`config.mk`:
```
export PLATFORM = sky130hd
export DESIGN_NAME = crc16_frame_receiver
export DESIGN_NICKNAME = d
export VERILOG_FILES = /design/src/hw/rtl/crc16fr_pkg.sv /design/src/hw/rtl/crc16fr_dp.sv /design/src/hw/rtl/crc16fr_ctrl.sv /design/src/hw/rtl/crc16_frame_receiver.sv
export SDC_FILE = /design/constraint.sdc
export NUM_CORES = 1
export LEC_CHECK = 0
export BUFFER_PORTS_ARGS = -buffer_cell sky130_fd_sc_hd__buf_4
export CAP_MARGIN = 20
export CORE_MARGIN = 2
export CORE_UTILIZATION = 53
export DETAILED_ROUTE_END_ITERATION = 8
export GPL_TIMING_DRIVEN = 0
export HOLD_SLACK_MARGIN = 0.02
export PLACE_DENSITY = 0.7
export SYNTH_ARGS = -nofsm -noshare
export SYNTH_HDL_FRONTEND = slang
export SYNTH_SLANG_ARGS = --single-unit
```
`constraint.sdc`:
```
create_clock -name clk -period 5.95 [get_ports clk]
set_input_delay 0.2975 -clock clk [delete_from_list [all_inputs] [get_ports clk]]
set_output_delay 0.2975 -clock clk [all_outputs]
set_load 0.005 [all_outputs]
```
`src/hw/rtl/crc16fr_pkg.sv`:
```
// Package for the CRC16 frame receiver: widths, sync and CRC constants,
// the byte-wise CRC16-CCITT-FALSE update and the controller/datapath structs.
// Depends on nothing.
`default_nettype none

package crc16fr_pkg;

  localparam int MAX_PAYLOAD_DEF = 32;
  localparam int STORE_LIMIT     = 32;
  localparam int BYTE_W          = 8;
  localparam int LEN_W           = 6;
  localparam int IDX_W           = 5;
  localparam int CRC_W           = 16;

  localparam logic [BYTE_W-1:0] SYNC_FIRST  = 8'hAA;
  localparam logic [BYTE_W-1:0] SYNC_SECOND = 8'h55;
  localparam logic [CRC_W-1:0]  CRC_POLY    = 16'h1021;
  localparam logic [CRC_W-1:0]  CRC_INIT    = 16'hFFFF;

  // Commands from the controller to the datapath.
  typedef struct packed {
    logic load_cmd;
    logic load_len;
    logic store_byte;
    logic load_crc_hi;
    logic start_emit;
    logic advance;
  } ctrl_cmd_t;

  // Status from the datapath to the controller.
  typedef struct packed {
    logic is_sync_first;
    logic is_sync_second;
    logic len_ok;
    logic len_zero;
    logic payload_done;
    logic emit_last;
  } dp_status_t;

  // One byte through the CRC register, most significant bit first.
  function automatic logic [CRC_W-1:0] crc_feed(input logic [CRC_W-1:0] acc,
                                                input logic [BYTE_W-1:0] v);
    logic [CRC_W-1:0] r;
    r = acc ^ {v, 8'h00};
    for (int k = 0; k < BYTE_W; k++) begin
      if (r[CRC_W-1]) begin
        r = {r[CRC_W-2:0], 1'b0} ^ CRC_POLY;
      end else begin
        r = {r[CRC_W-2:0], 1'b0};
      end
    end
    return r;
  endfunction

endpackage

`default_nettype wire

```
`src/hw/rtl/crc16fr_dp.sv`:
```
// Datapath of the CRC16 frame receiver: header registers, running CRC,
// payload store and the result field logic. Depends on crc16fr_pkg.
`default_nettype none

module crc16fr_dp #(
  parameter int STORE_DEPTH = crc16fr_pkg::STORE_LIMIT
) (
  input  wire logic                            clk,
  input  wire logic [crc16fr_pkg::BYTE_W-1:0]  rx_byte,
  input  wire crc16fr_pkg::ctrl_cmd_t          cmd,
  output crc16fr_pkg::dp_status_t              status,
  output logic                                 frame_status,
  output logic [crc16fr_pkg::BYTE_W-1:0]       command,
  output logic [crc16fr_pkg::LEN_W-1:0]        payload_length,
  output logic                                 payload_valid,
  output logic [crc16fr_pkg::BYTE_W-1:0]       payload_byte,
  output logic [crc16fr_pkg::IDX_W-1:0]        byte_index,
  output logic                                 last
);
  import crc16fr_pkg::*;

  localparam int AW = (STORE_DEPTH > 1) ? $clog2(STORE_DEPTH) : 1;

  logic [BYTE_W-1:0] command_reg;
  logic [LEN_W-1:0]  length_reg;
  logic [LEN_W-1:0]  index_reg;
  logic [CRC_W-1:0]  running_crc;
  logic [BYTE_W-1:0] crc_high_byte;
  logic              bad_crc;
  logic [AW-1:0]     emit_idx;
  logic [BYTE_W-1:0] read_data;
  logic [BYTE_W-1:0] payload_store [STORE_DEPTH];

  logic [LEN_W-1:0]  index_inc;
  logic [LEN_W-1:0]  emit_inc;
  logic [AW-1:0]     emit_next;
  logic              crc_match;

  assign index_inc = index_reg + LEN_W'(1);
  assign emit_inc  = LEN_W'(emit_idx) + LEN_W'(1);
  assign emit_next = emit_idx + AW'(1);
  assign crc_match = ({crc_high_byte, rx_byte} == running_crc);

  always_ff @(posedge clk) begin
    if (cmd.load_cmd) begin
      command_reg <= rx_byte;
      running_crc <= crc_feed(CRC_INIT, rx_byte);
    end
    if (cmd.load_len) begin
      length_reg  <= rx_byte[LEN_W-1:0];
      index_reg   <= '0;
      running_crc <= crc_feed(running_crc, rx_byte);
    end
    if (cmd.store_byte) begin
      payload_store[index_reg[AW-1:0]] <= rx_byte;
      index_reg   <= index_inc;
      running_crc <= crc_feed(running_crc, rx_byte);
    end
    if (cmd.load_crc_hi) begin
      crc_high_byte <= rx_byte;
    end
    // The store is read one item ahead, so the byte for the next item is
    // already registered when that item goes out.
    if (cmd.start_emit) begin
      bad_crc   <= ~crc_match;
      emit_idx  <= '0;
      read_data <= payload_store[0];
    end else if (cmd.advance) begin
      emit_idx <= emit_next;
      if (!last) begin
        read_data <= payload_store[emit_next];
      end
    end
  end

  assign status.is_sync_first  = (rx_byte == SYNC_FIRST);
  assign status.is_sync_second = (rx_byte == SYNC_SECOND);
  assign status.len_ok         = (rx_byte <= BYTE_W'(STORE_DEPTH));
  assign status.len_zero       = (rx_byte == '0);
  assign status.payload_done   = (index_inc >= length_reg);
  assign status.emit_last      = last;

  // A bad frame and an empty good frame each give one header-only item.
  always_comb begin
    frame_status   = bad_crc;
    command        = command_reg;
    payload_length = length_reg;
    payload_valid  = ~bad_crc && (length_reg != '0);
    payload_byte   = payload_valid ? read_data : '0;
    byte_index     = payload_valid ? IDX_W'(emit_idx) : '0;
    last           = ~payload_valid || (emit_inc == length_reg);
  end

endmodule

`default_nettype wire

```
`src/hw/rtl/crc16fr_ctrl.sv`:
```
// Controller of the CRC16 frame receiver: the frame parsing state machine
// and the input/output handshake. Depends on crc16fr_pkg.
`default_nettype none

module crc16fr_ctrl (
  input  wire logic                    clk,
  input  wire logic                    rst,
  input  wire logic                    in_valid,
  output logic                         in_stall,
  output logic                         out_valid,
  input  wire logic                    out_stall,
  input  wire crc16fr_pkg::dp_status_t status,
  output crc16fr_pkg::ctrl_cmd_t       cmd
);
  import crc16fr_pkg::*;

  typedef enum logic [2:0] {
    HUNT_FIRST,
    HUNT_SECOND,
    GET_CMD,
    GET_LEN,
    GET_PAYLOAD,
    GET_CRC_HI,
    GET_CRC_LO,
    EMIT
  } state_t;

  state_t state;
  state_t state_next;
  logic   in_fire;
  logic   out_fire;

  assign in_stall  = (state == EMIT);
  assign out_valid = (state == EMIT);
  assign in_fire   = in_valid && !in_stall;
  assign out_fire  = out_valid && !out_stall;

  always_comb begin
    state_next = state;
    cmd        = '0;
    case (state)
      HUNT_FIRST: begin
        if (in_fire && status.is_sync_first) state_next = HUNT_SECOND;
      end
      HUNT_SECOND: begin
        if (in_fire) begin
          if (status.is_sync_second) begin
            state_next = GET_CMD;
          end else if (!status.is_sync_first) begin
            state_next = HUNT_FIRST;
          end
        end
      end
      GET_CMD: begin
        if (in_fire) begin
          cmd.load_cmd = 1'b1;
          state_next   = GET_LEN;
        end
      end
      GET_LEN: begin
        if (in_fire) begin
          if (status.len_ok) begin
            cmd.load_len = 1'b1;
            state_next   = status.len_zero ? GET_CRC_HI : GET_PAYLOAD;
          end else begin
            state_next = HUNT_FIRST;
          end
        end
      end
      GET_PAYLOAD: begin
        if (in_fire) begin
          cmd.store_byte = 1'b1;
          if (status.payload_done) state_next = GET_CRC_HI;
        end
      end
      GET_CRC_HI: begin
        if (in_fire) begin
          cmd.load_crc_hi = 1'b1;
          state_next      = GET_CRC_LO;
        end
      end
      GET_CRC_LO: begin
        if (in_fire) begin
          cmd.start_emit = 1'b1;
          state_next     = EMIT;
        end
      end
      EMIT: begin
        if (out_fire) begin
          cmd.advance = 1'b1;
          if (status.emit_last) state_next = HUNT_FIRST;
        end
      end
      default: state_next = HUNT_FIRST;
    endcase
  end

  always_ff @(posedge clk) begin
    if (rst) begin
      state <= HUNT_FIRST;
    end else begin
      state <= state_next;
    end
  end

endmodule

`default_nettype wire

```
`src/hw/rtl/crc16_frame_receiver.sv`:
```
// CRC16 frame receiver. Each input item is one received byte; the block finds
// the sync pair 0xAA 0x55, then takes a command byte, a length byte, that many
// payload bytes and a big-endian CRC16-CCITT-FALSE over command, length and
// payload. Frame bytes are taken one per cycle. After the last CRC byte the
// input is stalled while the results go out, one per cycle when not stalled:
// one item per payload byte for a good frame, or a single header item for an
// empty frame or a CRC mismatch. So no byte of the next frame is taken until
// the last result of the frame before it has gone out. Lengths above the
// store depth drop the frame without a result. Depends on crc16fr_pkg.
`default_nettype none

module crc16_frame_receiver #(
  parameter int MAX_PAYLOAD = crc16fr_pkg::MAX_PAYLOAD_DEF
) (
  input  wire logic                           clk,
  input  wire logic                           rst,
  input  wire logic                           in_valid,
  output logic                                in_stall,
  input  wire logic [crc16fr_pkg::BYTE_W-1:0] rx_byte,
  output logic                                out_valid,
  input  wire logic                           out_stall,
  output logic                                frame_status,
  output logic [crc16fr_pkg::BYTE_W-1:0]      command,
  output logic [crc16fr_pkg::LEN_W-1:0]       payload_length,
  output logic                                payload_valid,
  output logic [crc16fr_pkg::BYTE_W-1:0]      payload_byte,
  output logic [crc16fr_pkg::IDX_W-1:0]       byte_index,
  output logic                                last
);
  import crc16fr_pkg::*;

  localparam int STORE_DEPTH = (MAX_PAYLOAD < STORE_LIMIT) ? MAX_PAYLOAD : STORE_LIMIT;

  ctrl_cmd_t  cmd;
  dp_status_t status;

  crc16fr_ctrl u_ctrl (
    .clk       (clk),
    .rst       (rst),
    .in_valid  (in_valid),
    .in_stall  (in_stall),
    .out_valid (out_valid),
    .out_stall (out_stall),
    .status    (status),
    .cmd       (cmd)
  );

  crc16fr_dp #(
    .STORE_DEPTH (STORE_DEPTH)
  ) u_dp (
    .clk            (clk),
    .rx_byte        (rx_byte),
    .cmd            (cmd),
    .status         (status),
    .frame_status   (frame_status),
    .command        (command),
    .payload_length (payload_length),
    .payload_valid  (payload_valid),
    .payload_byte   (payload_byte),
    .byte_index     (byte_index),
    .last           (last)
  );

endmodule

`default_nettype wire
```
Yosys cells after proc, flatten, opt, wreduce, memory -nomap -nowiden
Memory sizes are Yosys's and may differ from the RTL's.
Cells that the tools add are included.
- memories: 1
- RAM bits: 256
- ROM bits: 0
- flip-flop bits (word level): 61
- word-level logic and storage cells: 162
- bits in latches: 0
- output and inout port bits: 32
- memories (name ; depth ; bits a word ; read ports ; clocked after memory_dff ; wr ports ; line ; source):
    u_dp.payload_store ; 32 ; 8 ; 2 ; 0 ; 1 ; crc16fr_dp.sv:32 ; logic [BYTE_W-1:0] payload_store [STORE_DEPTH];
- equal/unequal tests: 23
- reduce and logical (&&, ||, !) cells: 15
- $add $sub $neg: 3
- shifts and indexed selects: 0
- bitwise gates (word level): 28
- div/mod/pow operators: 0
- multiplexer cells: 81
- order comparisons: 2
- multipliers: 0
- operators with widths (operator ; count):
    $mux W16 ; 24
    $mux W13 ; 23
    $not A3 Y3 ; 23
    $mux W3 ; 13
    $mux W8 ; 4
    $pmux W3 S8 ; 1
    $eq A16 B16 Y1 ; 1
    $ne A2 B1 Y1 const B ; 8
    $not A16 Y16 ; 1
    $xor A16 B16 Y16 ; 1
    $mux W1 ; 13
    $eq A3 B3 Y1 const B ; 4
    $mux W6 ; 2
    $reduce_and A11 Y1 ; 1
    $eq A8 B7 Y1 const B ; 1
    $eq A8 B8 Y1 const B ; 1
    $le A8 B6 Y1 const B ; 1
    $logic_not A8 Y1 ; 1
    $add A5 B1 Y6 const B ; 1
    $add A6 B1 Y6 const B ; 1
    $eq A3 B2 Y1 const B ; 2
    $eq A6 B6 Y1 ; 1
    $ge A6 B6 Y1 ; 1
    $ne A2 B2 Y1 const B ; 3
    other kinds (13) ; 20

Logic depth before layout (Yosys ltp)
Gate-level depths: netlist of run 1.
- word-level depth: 29
- mapped depth: 10
- mapped depth without buffers: 9

Cells and area by module
From an unflattened synthesis of run 1, not the netlist that was laid out.
- cells, all modules: 794
- area total of the unflattened synthesis: 13496.7 um^2
- modules (own cells, without submodules) (module ; cells each ; area an instance (um^2) ; times used ; sequential area each (um^2)):
    crc16fr_dp ; 753 ; 13193.9 ; 1 ; 9379.0
    crc16fr_ctrl ; 41 ; 302.8 ; 1 ; 60.1

Worst setup path before layout of run 1
No wires, ideal clock.
- path type: flip-flop to flip-flop
- start: reg u_dp.emit_idx[1]
- end: reg u_dp.read_data[0] (enable)
- data required time: 5566 ps
- stages on the path, launching flop included: 9
- slack: 3333 ps
- clock period less this slack: 2617 ps
- library setup time: 384 ps
- arrival: 2233 ps
- path through: dfxtp_1 ha_1 buf_2 buf_2 xor2_1 nor3_1 nand4_1 nand2_1 o21ai_0
- cells in the longest elaborated chain, start to end: 5
- RTL lines (element ; line ; source):
    start: declaration ; crc16fr_dp.sv:30 ; logic [AW-1:0] emit_idx;
    start signal: assignment ; crc16fr_dp.sv:69 ; emit_idx <= emit_next;
    $add A5 B1 Y6 ; crc16fr_dp.sv:40 ; assign emit_inc = LEN_W'(emit_idx) + LEN_W'(1);
    net u_dp.emit_inc[1] ; crc16fr_dp.sv:35 ; logic [LEN_W-1:0] emit_inc;
    $eq A6 B6 Y1 ; crc16fr_dp.sv:91 ; last = ~payload_valid || (emit_inc == length_reg);
    $logic_or A1 B1 Y1 ; crc16fr_dp.sv:91 ;
    net last ; crc16_frame_receiver.sv:28 ; output logic last
    $ne A2 B1 Y1 (no line) ; - ;
    $reduce_and A2 Y1 (no line) ; - ;
    end signal: assignment ; crc16fr_dp.sv:67 ; read_data <= payload_store[0];
    end signal: assignment ; crc16fr_dp.sv:71 ; read_data <= payload_store[emit_next];
    end: declaration ; crc16fr_dp.sv:31 ; logic [BYTE_W-1:0] read_data;
The timed path passes the listed nets, and every way through them passes these cells.
A chain may end at the register's enable or synchronous reset.

Worst setup path in the final report of run 1
- start: reg u_dp.emit_idx[1]
- end: reg u_dp.read_data[7] (data pin)
- cells in the longest elaborated chain, start to end: 5
- RTL lines (element ; line ; source):
    $add A5 B1 Y5 ; crc16fr_dp.sv:41 ; assign emit_next = emit_idx + AW'(1);
    $mem_v2 Z32 W8 ; - ;
    $mux W8 ; crc16fr_dp.sv:70 ; if (!last) begin
    $mux W8 ; crc16fr_dp.sv:68 ; end else if (cmd.advance) begin
    $mux W8 ; crc16fr_dp.sv:64 ; if (cmd.start_emit) begin
No other way between the ends. The select of a mux whose other input is x is not followed.

==> results.sh, run 1 <==
export IMPL_p_switching_w=0.000966
export IMPL_p_per_area_mw_per_mm2=307
export IMPL_cts_buffers=30
export IMPL_synth_top_flop_cell="edfxtp_1"
export IMPL_drc_errors=0
export IMPL_regArea_sq_mm=0.00944
export IMPL_drive_gt1_frac=0.238
export IMPL_hold_viol=0
export IMPL_nFillCells=1785
export IMPL_ir_worst_vdd_mv=0.227
export IMPL_fmax_ghz=0.301
export IMPL_switching_share=0.210
export IMPL_overflow=0
export IMPL_wirelength_um=28400
export IMPL_htreeDepth=1
export IMPL_antenna_left=0
export IMPL_mostFrequentLayoutCell="edfxtp_1"
export IMPL_cts_root_buf="clkbuf_16"
export IMPL_viasPerCell=5.97
export IMPL_synth_area_per_cell_sq_um=18.5
export IMPL_drv_cap=0
export IMPL_grt_start_max_net_pins=41
export IMPL_grt_pass1_wl_um=42700
export IMPL_grt_antenna_before_repair=0
export IMPL_die_area_sq_mm=0.0264
export IMPL_yosys_warnings=0
export IMPL_cts_clk_slew_worst_paths_ps=60
export IMPL_arrival_ps=3550
export IMPL_synth_yosys_seq_area_share=0.709
export IMPL_finalMaxSlewViolations=0
export IMPL_clockBufferDepth=3
export IMPL_r2r_start="u_dp.emit_idx[1]"
export IMPL_grt_usage=0.220
export IMPL_rsz0062_at_grt="false"
export IMPL_seq_power_share=0.533
export IMPL_fp_dieW_um=163
export IMPL_firstDrtPassIters=5
export IMPL_end_kind="flop"
export IMPL_max_slew_margin=0.343
export IMPL_tns_ps=0
export IMPL_internal_power_w=0.00364
export IMPL_worstPathRequired_ps=6180
export IMPL_largest_reg_flops=256
export IMPL_netlist_area_sq_mm=0.0133
export IMPL_synthDistinctLibCells=45
export IMPL_crit_slowest_cell="clkbuf_1"
export IMPL_io_buffers=42
export IMPL_cts_sinks=317
export IMPL_path_class="reg2reg"
export IMPL_holdWs_ps=205
export IMPL_syn_inst=720
export IMPL_critPathTopFamily="multiplexers"
export IMPL_crit_fanout=10
export IMPL_timing_final_crit_share=0.558
export IMPL_cpMostUsedCell="mux4_2"
export IMPL_pwr_share_clk=0.395
export IMPL_cellLeakagePower_nw=4.86
export IMPL_comb_power_share=0.072
export IMPL_boundaryPins=44
export IMPL_finalNetCount=822
export IMPL_cp_depth=7
export IMPL_row_count=58
export IMPL_min_path_type="in2reg"
export IMPL_synth_async_reset_ratio=0
export IMPL_cts_tree="yes"
export IMPL_synth_seq_cells=317
export IMPL_cp_num_buf_inv=2
export IMPL_clock_latency_ps=540
export IMPL_num_vias=6863
export IMPL_setup_viol=0
export IMPL_die_y_um=163
export IMPL_grt_pass1_vias=7035
export IMPL_setup_worst_path_start="u_dp.emit_idx[1]"
export IMPL_design_core_area_sq_mm=0.0249
export IMPL_syn_num_nets=743
export IMPL_synth_edf_count=309
export IMPL_antenna_cells=0
export IMPL_mostFrequentLayoutCells="edfxtp_1, mux4_2, nor2_1"
export IMPL_crit_end="u_dp.read_data[7]"
export IMPL_crit_reg2reg_capture="u_dp.read_data[7]"
export IMPL_critPathLaunchType="flop"
export IMPL_drtIter0Drc=599
export IMPL_syn_to_final_growth_pct=12.8
export IMPL_wl_per_cell_um=24.7
export IMPL_worst_slew_pin_transition_ps=980
export IMPL_reg2reg_slack_ps=2630
export IMPL_initial_utilization=0.535
export IMPL_post_route_min_period_ps=3320
export IMPL_cts_resized=0
export IMPL_skew_ps=11.1
export IMPL_cpPeakStageDelay_ps=620
export IMPL_place_congestion=0.938
export IMPL_worstPathCellList="ha_1 > buf_2 > clkbuf_1 > mux4_2 > mux4_2 > mux2i_1 > o21ai_0"
export IMPL_status="complete, no violations"
export IMPL_hpwl_um=18700
export IMPL_reg2reg_depth=7
export IMPL_multi_input_area_sq_mm=0.00366
[power groups by stage]
stage                     combinational [W]  sequential [W]  clock (W)
after floorplan                    0.000213         0.00250          0
after global placement             0.000324         0.00250          0
after detailed placement           0.000333         0.00250          0
after CTS                          0.000336         0.00245    0.00185
after global routing               0.000354         0.00245    0.00193
final                              0.000334         0.00245    0.00182
[through the flow]
stage | total power [W] | instance area, sq um | util | cells | worst slack (ps)
2_1_floorplan | 0.00272 | 13300 | - | 720 | 3330
3_3_place_gp | 0.00283 | 14000 | 0.564 | 1092 | 2140
3_5_place_dp | 0.00284 | 14100 | 0.565 | 1095 | 2690
4_1_cts | 0.00464 | 15000 | 0.603 | 1149 | 2600
5_1_grt | 0.00474 | 15000 | 0.603 | 1150 | 2550
6_report | 0.00461 | 15000 | 0.603 | 1150 | 2630
[final cells by class]
class	count	area share
clock inverter	15	0.00866
buffer	33	0.0109
inverter	14	0.00350
tap	330	0.0275
timing repair buffer	47	0.0236
multi-input combinational	356	0.244
sequential	317	0.628
clock buffer	38	0.0534
[Yosys cell counts, drive strengths merged (2+ instances only)]
cell type | n | area share
edfxtp | 309 | 0.70
mux4 | 80 | 0.14
nor2 | 46 | 0.013
nand2 | 36 | 0.010
xor2 | 36 | 0.024
xnor2 | 34 | 0.024
clkbuf | 17 | 0.0048
buf | 16 | 0.0075
and2 | 15 | 0.0070
inv | 14 | 0.0039
o21ai | 13 | 0.0049
ha | 11 | 0.010
nand3 | 10 | 0.0038
nor4 | 9 | 0.0042
and3 | 8 | 0.0038
dfxtp | 8 | 0.012
mux2i | 8 | 0.0060
nor3 | 8 | 0.0030
a21oi | 5 | 0.0019
or3 | 5 | 0.0027
a31oi | 4 | 0.0019
nand3b | 4 | 0.0023
o31ai | 4 | 0.0023
nand2b | 3 | 0.0014
nand4 | 3 | 0.0019
or2 | 3 | 0.0014
a41oi | 2 | 0.0013
[worst min-delay path by stage]
stage,from,to,slack (ps),depth (start not counted)
2_1_floorplan,rst,u_ctrl.state[2],370,1
3_3_place_gp,rst,u_ctrl.state[2],480,2
3_5_place_dp,rst,u_ctrl.state[2],500,2
4_1_cts,out_stall,u_ctrl.state[2],180,3
5_1_grt,rx_byte[7],u_dp.payload_store[1][7],200,1
6_report,out_stall,u_ctrl.state[2],200,3
[cell families after synthesis]
group	share of synthesized area
multiplexers	0.141
flip-flops	0.709
AO/OA/AOI/OAI	0.0168
AND/OR/NAND/NOR	0.0570
XOR/XNOR	0.0497
buffers and inverters	0.0162
adder cells (fa/ha/maj)	0.0103
[timing repair]
| item | 4_1_cts | 5_1_grt |
|---|---|---|
| endpoints found under the hold margin | 1 | 0 |
| hold buffers | 1 | 0 |
| setup buffers | 0 | 0 |
[layer usage]
layer,share of wire,up-vias,track usage,wire length [um]
li1,-,3007,-,-
met1,0.41,3523,0.306,11600
met2,0.50,293,0.371,14200
met3,0.072,40,0.0326,2030
met4,0.022,0,0.0563,615
met5,0,-,0,0
[worst register-to-register path, stage by stage (launching register included)]
cell and delay [ps]:
dfxtp_1 350, ha_1 400, buf_2 310, clkbuf_1 620, mux4_2 460, mux4_2 530, mux2i_1 140, o21ai_0 190
Power figures use the tool's default switching activity.
==> run 2, diff against run 1 <==
==> constraint.sdc (replaced) <==
create_clock -name clk -period 3.1 [get_ports clk]
set_input_delay 0.155 -clock clk [delete_from_list [all_inputs] [get_ports clk]]
set_output_delay 0.155 -clock clk [all_outputs]
set_load 0.005 [all_outputs]
==> results.sh, run 2 (synthesis gave the netlist of run 1 again) <==
export IMPL_clock_latency_ps=540
export IMPL_boundaryPins=44
export IMPL_fmax_ghz=0.331
export IMPL_holdWs_ps=65.5
export IMPL_wl_per_cell_um=24.7
export IMPL_reg2reg_slack_ps=80
export IMPL_largest_reg_flops=256
export IMPL_cellLeakagePower_nw=4.87
export IMPL_cts_buffers=30
export IMPL_critPathLaunchType="flop"
export IMPL_initial_utilization=0.535
export IMPL_drive_gt1_frac=0.272
export IMPL_cts_root_buf="clkbuf_16"
export IMPL_grt_start_max_net_pins=41
export IMPL_clockBufferDepth=3
export IMPL_mostFrequentLayoutCell="edfxtp_1"
export IMPL_die_area_sq_mm=0.0264
export IMPL_grt_pass1_wl_um=42700
export IMPL_max_slew_margin=0.343
export IMPL_crit_fanout=10
export IMPL_cts_clk_slew_worst_paths_ps=60
export IMPL_design_core_area_sq_mm=0.0249
export IMPL_grt_antenna_before_repair=0
export IMPL_cts_setup_buffers=0
export IMPL_p_per_area_mw_per_mm2=586
export IMPL_arrival_ps=3250
export IMPL_worstHoldStart="rx_byte[7]"
export IMPL_fp_dieW_um=163
export IMPL_hold_path_end="u_dp.payload_store[1][7]"
export IMPL_reg2reg_depth=7
export IMPL_rsz0062_at_grt="false"
export IMPL_antenna_left=0
export IMPL_io_buffers=42
export IMPL_finalNetCount=822
export IMPL_grtUsageMet2=0.371
export IMPL_worstPathRequired_ps=3330
export IMPL_skew_ps=9.69
export IMPL_cts_sinks=317
export IMPL_grt_met1_usage=0.306
export IMPL_htreeDepth=1
export IMPL_syn_to_final_growth_pct=13.4
export IMPL_finalMaxSlewViolations=0
export IMPL_place_area_sq_mm=0.0141
export IMPL_drc_errors=0
export IMPL_viasPerCell=5.96
export IMPL_worst_slew_pin_transition_ps=981
export IMPL_r2r_start="u_dp.emit_idx[1]"
export IMPL_grt_busiest_layer="met2"
export IMPL_place_inst=1095
export IMPL_mostFrequentLayoutCells="edfxtp_1, mux4_2, buf_4"
export IMPL_grt_pass1_vias=7035
export IMPL_finish_utilization=0.607
export IMPL_drv_cap=0
export IMPL_min_path_type="in2reg"
export IMPL_die_y_um=163
export IMPL_antenna_cells=0
export IMPL_num_vias=6855
export IMPL_status="complete, no violations"
export IMPL_final_area_sq_mm=0.0151
export IMPL_timing_final_crit_share=0.975
export IMPL_drtIter0Drc=589
export IMPL_gr_usage_met3=0.0326
export IMPL_crit_reg2reg_capture="u_dp.read_data[7]"
export IMPL_cts_tree="yes"
export IMPL_grt_usage=0.220
export IMPL_ir_worst_vdd_mv=0.436
export IMPL_firstDrtPassIters=5
export IMPL_setup_viol=0
export IMPL_overflow=0
export IMPL_end_kind="flop"
export IMPL_fin_cells=1150
export IMPL_place_congestion=0.938
export IMPL_row_count=58
export IMPL_hpwl_um=18700
export IMPL_wirelength_um=28400
export IMPL_post_route_min_period_ps=3020
export IMPL_hold_viol=0
export IMPL_worstHoldPathCells=1
export IMPL_path_class="reg2reg"
-- run 2: changes by cell type in the layout (fill, tap and decap cells not counted), moves of 2 or more --
cell,before,now
buf_2,13,15
clkbuf_1,24,22
nor2_1,46,22
nor2_2,0,24
-- run 2: layout make-up --
cell class | count | area, sq um
Timing Repair Buffer | 47 | 354
Buffer | 33 | 170
Inverter | 14 | 52.6
Tap cell | 330 | 413
Clock inverter | 15 | 130
Clock buffer | 38 | 802
Sequential cell | 317 | 9440
Fill cell | 1776 | 9790
Multi-Input combinational cell | 356 | 3740
-- run 2: where the power goes --
part	total (W)	internal, W	leakage, nW	switching [W]
Clock	0.00349	0.00199	0.455	0.00150
Sequential	0.00471	0.00471	2.85	0.00000510
Combinational	0.000644	0.000294	1.56	0.000350
-- run 2: routing by layer --
| metal | part of all wire | vias to the layer above | wire, um |
|---|---|---|---|
| li1 | - | 3006 | - |
| met1 | 0.41 | 3518 | 11600 |
| met2 | 0.50 | 288 | 14200 |
| met3 | 0.068 | 43 | 1930 |
| met4 | 0.023 | 0 | 640 |
| met5 | 0 | - | 0 |
-- run 2: worst max-delay path by stage --
stage,start,end
floorplan,u_dp.emit_idx[1],u_dp.read_data[0]
global placement,u_dp.emit_idx[0],u_dp.read_data[1]
detailed placement,u_dp.emit_idx[1],u_dp.read_data[7]
CTS,u_dp.emit_idx[0],last
global route,u_dp.emit_idx[1],u_dp.read_data[7]
finish,u_dp.emit_idx[1],u_dp.read_data[7]
-- run 2: repair_timing --
action                     CTS  global route
pin swaps                    0             0
setup endpoints to repair    8           245
hold endpoints to repair     3             0
hold buffers                 1             0
gates resized for setup      3            30
-- run 2: critical path, cell delays in order, from the launching register on --
cell and delay [ps]:
dfxtp_1 350, ha_1 400, buf_2 310, buf_2 370
mux4_2 410, mux4_2 520, mux2i_1 140, o21ai_0 190
-- run 2: per-stage QoR --
| step | setup TNS [ps] | total power [W] | worst slack, ps |
|---|---|---|---|
| finish | 0 | 0.00884 | 78.9 |
| CTS | 0 | 0.00890 | 31.6 |
| global placement | -5810 | 0.00543 | -712 |
| floorplan | 0 | 0.00521 | 483 |
| global route | 0 | 0.00910 | 15.4 |
| detailed placement | -659 | 0.00544 | -163 |
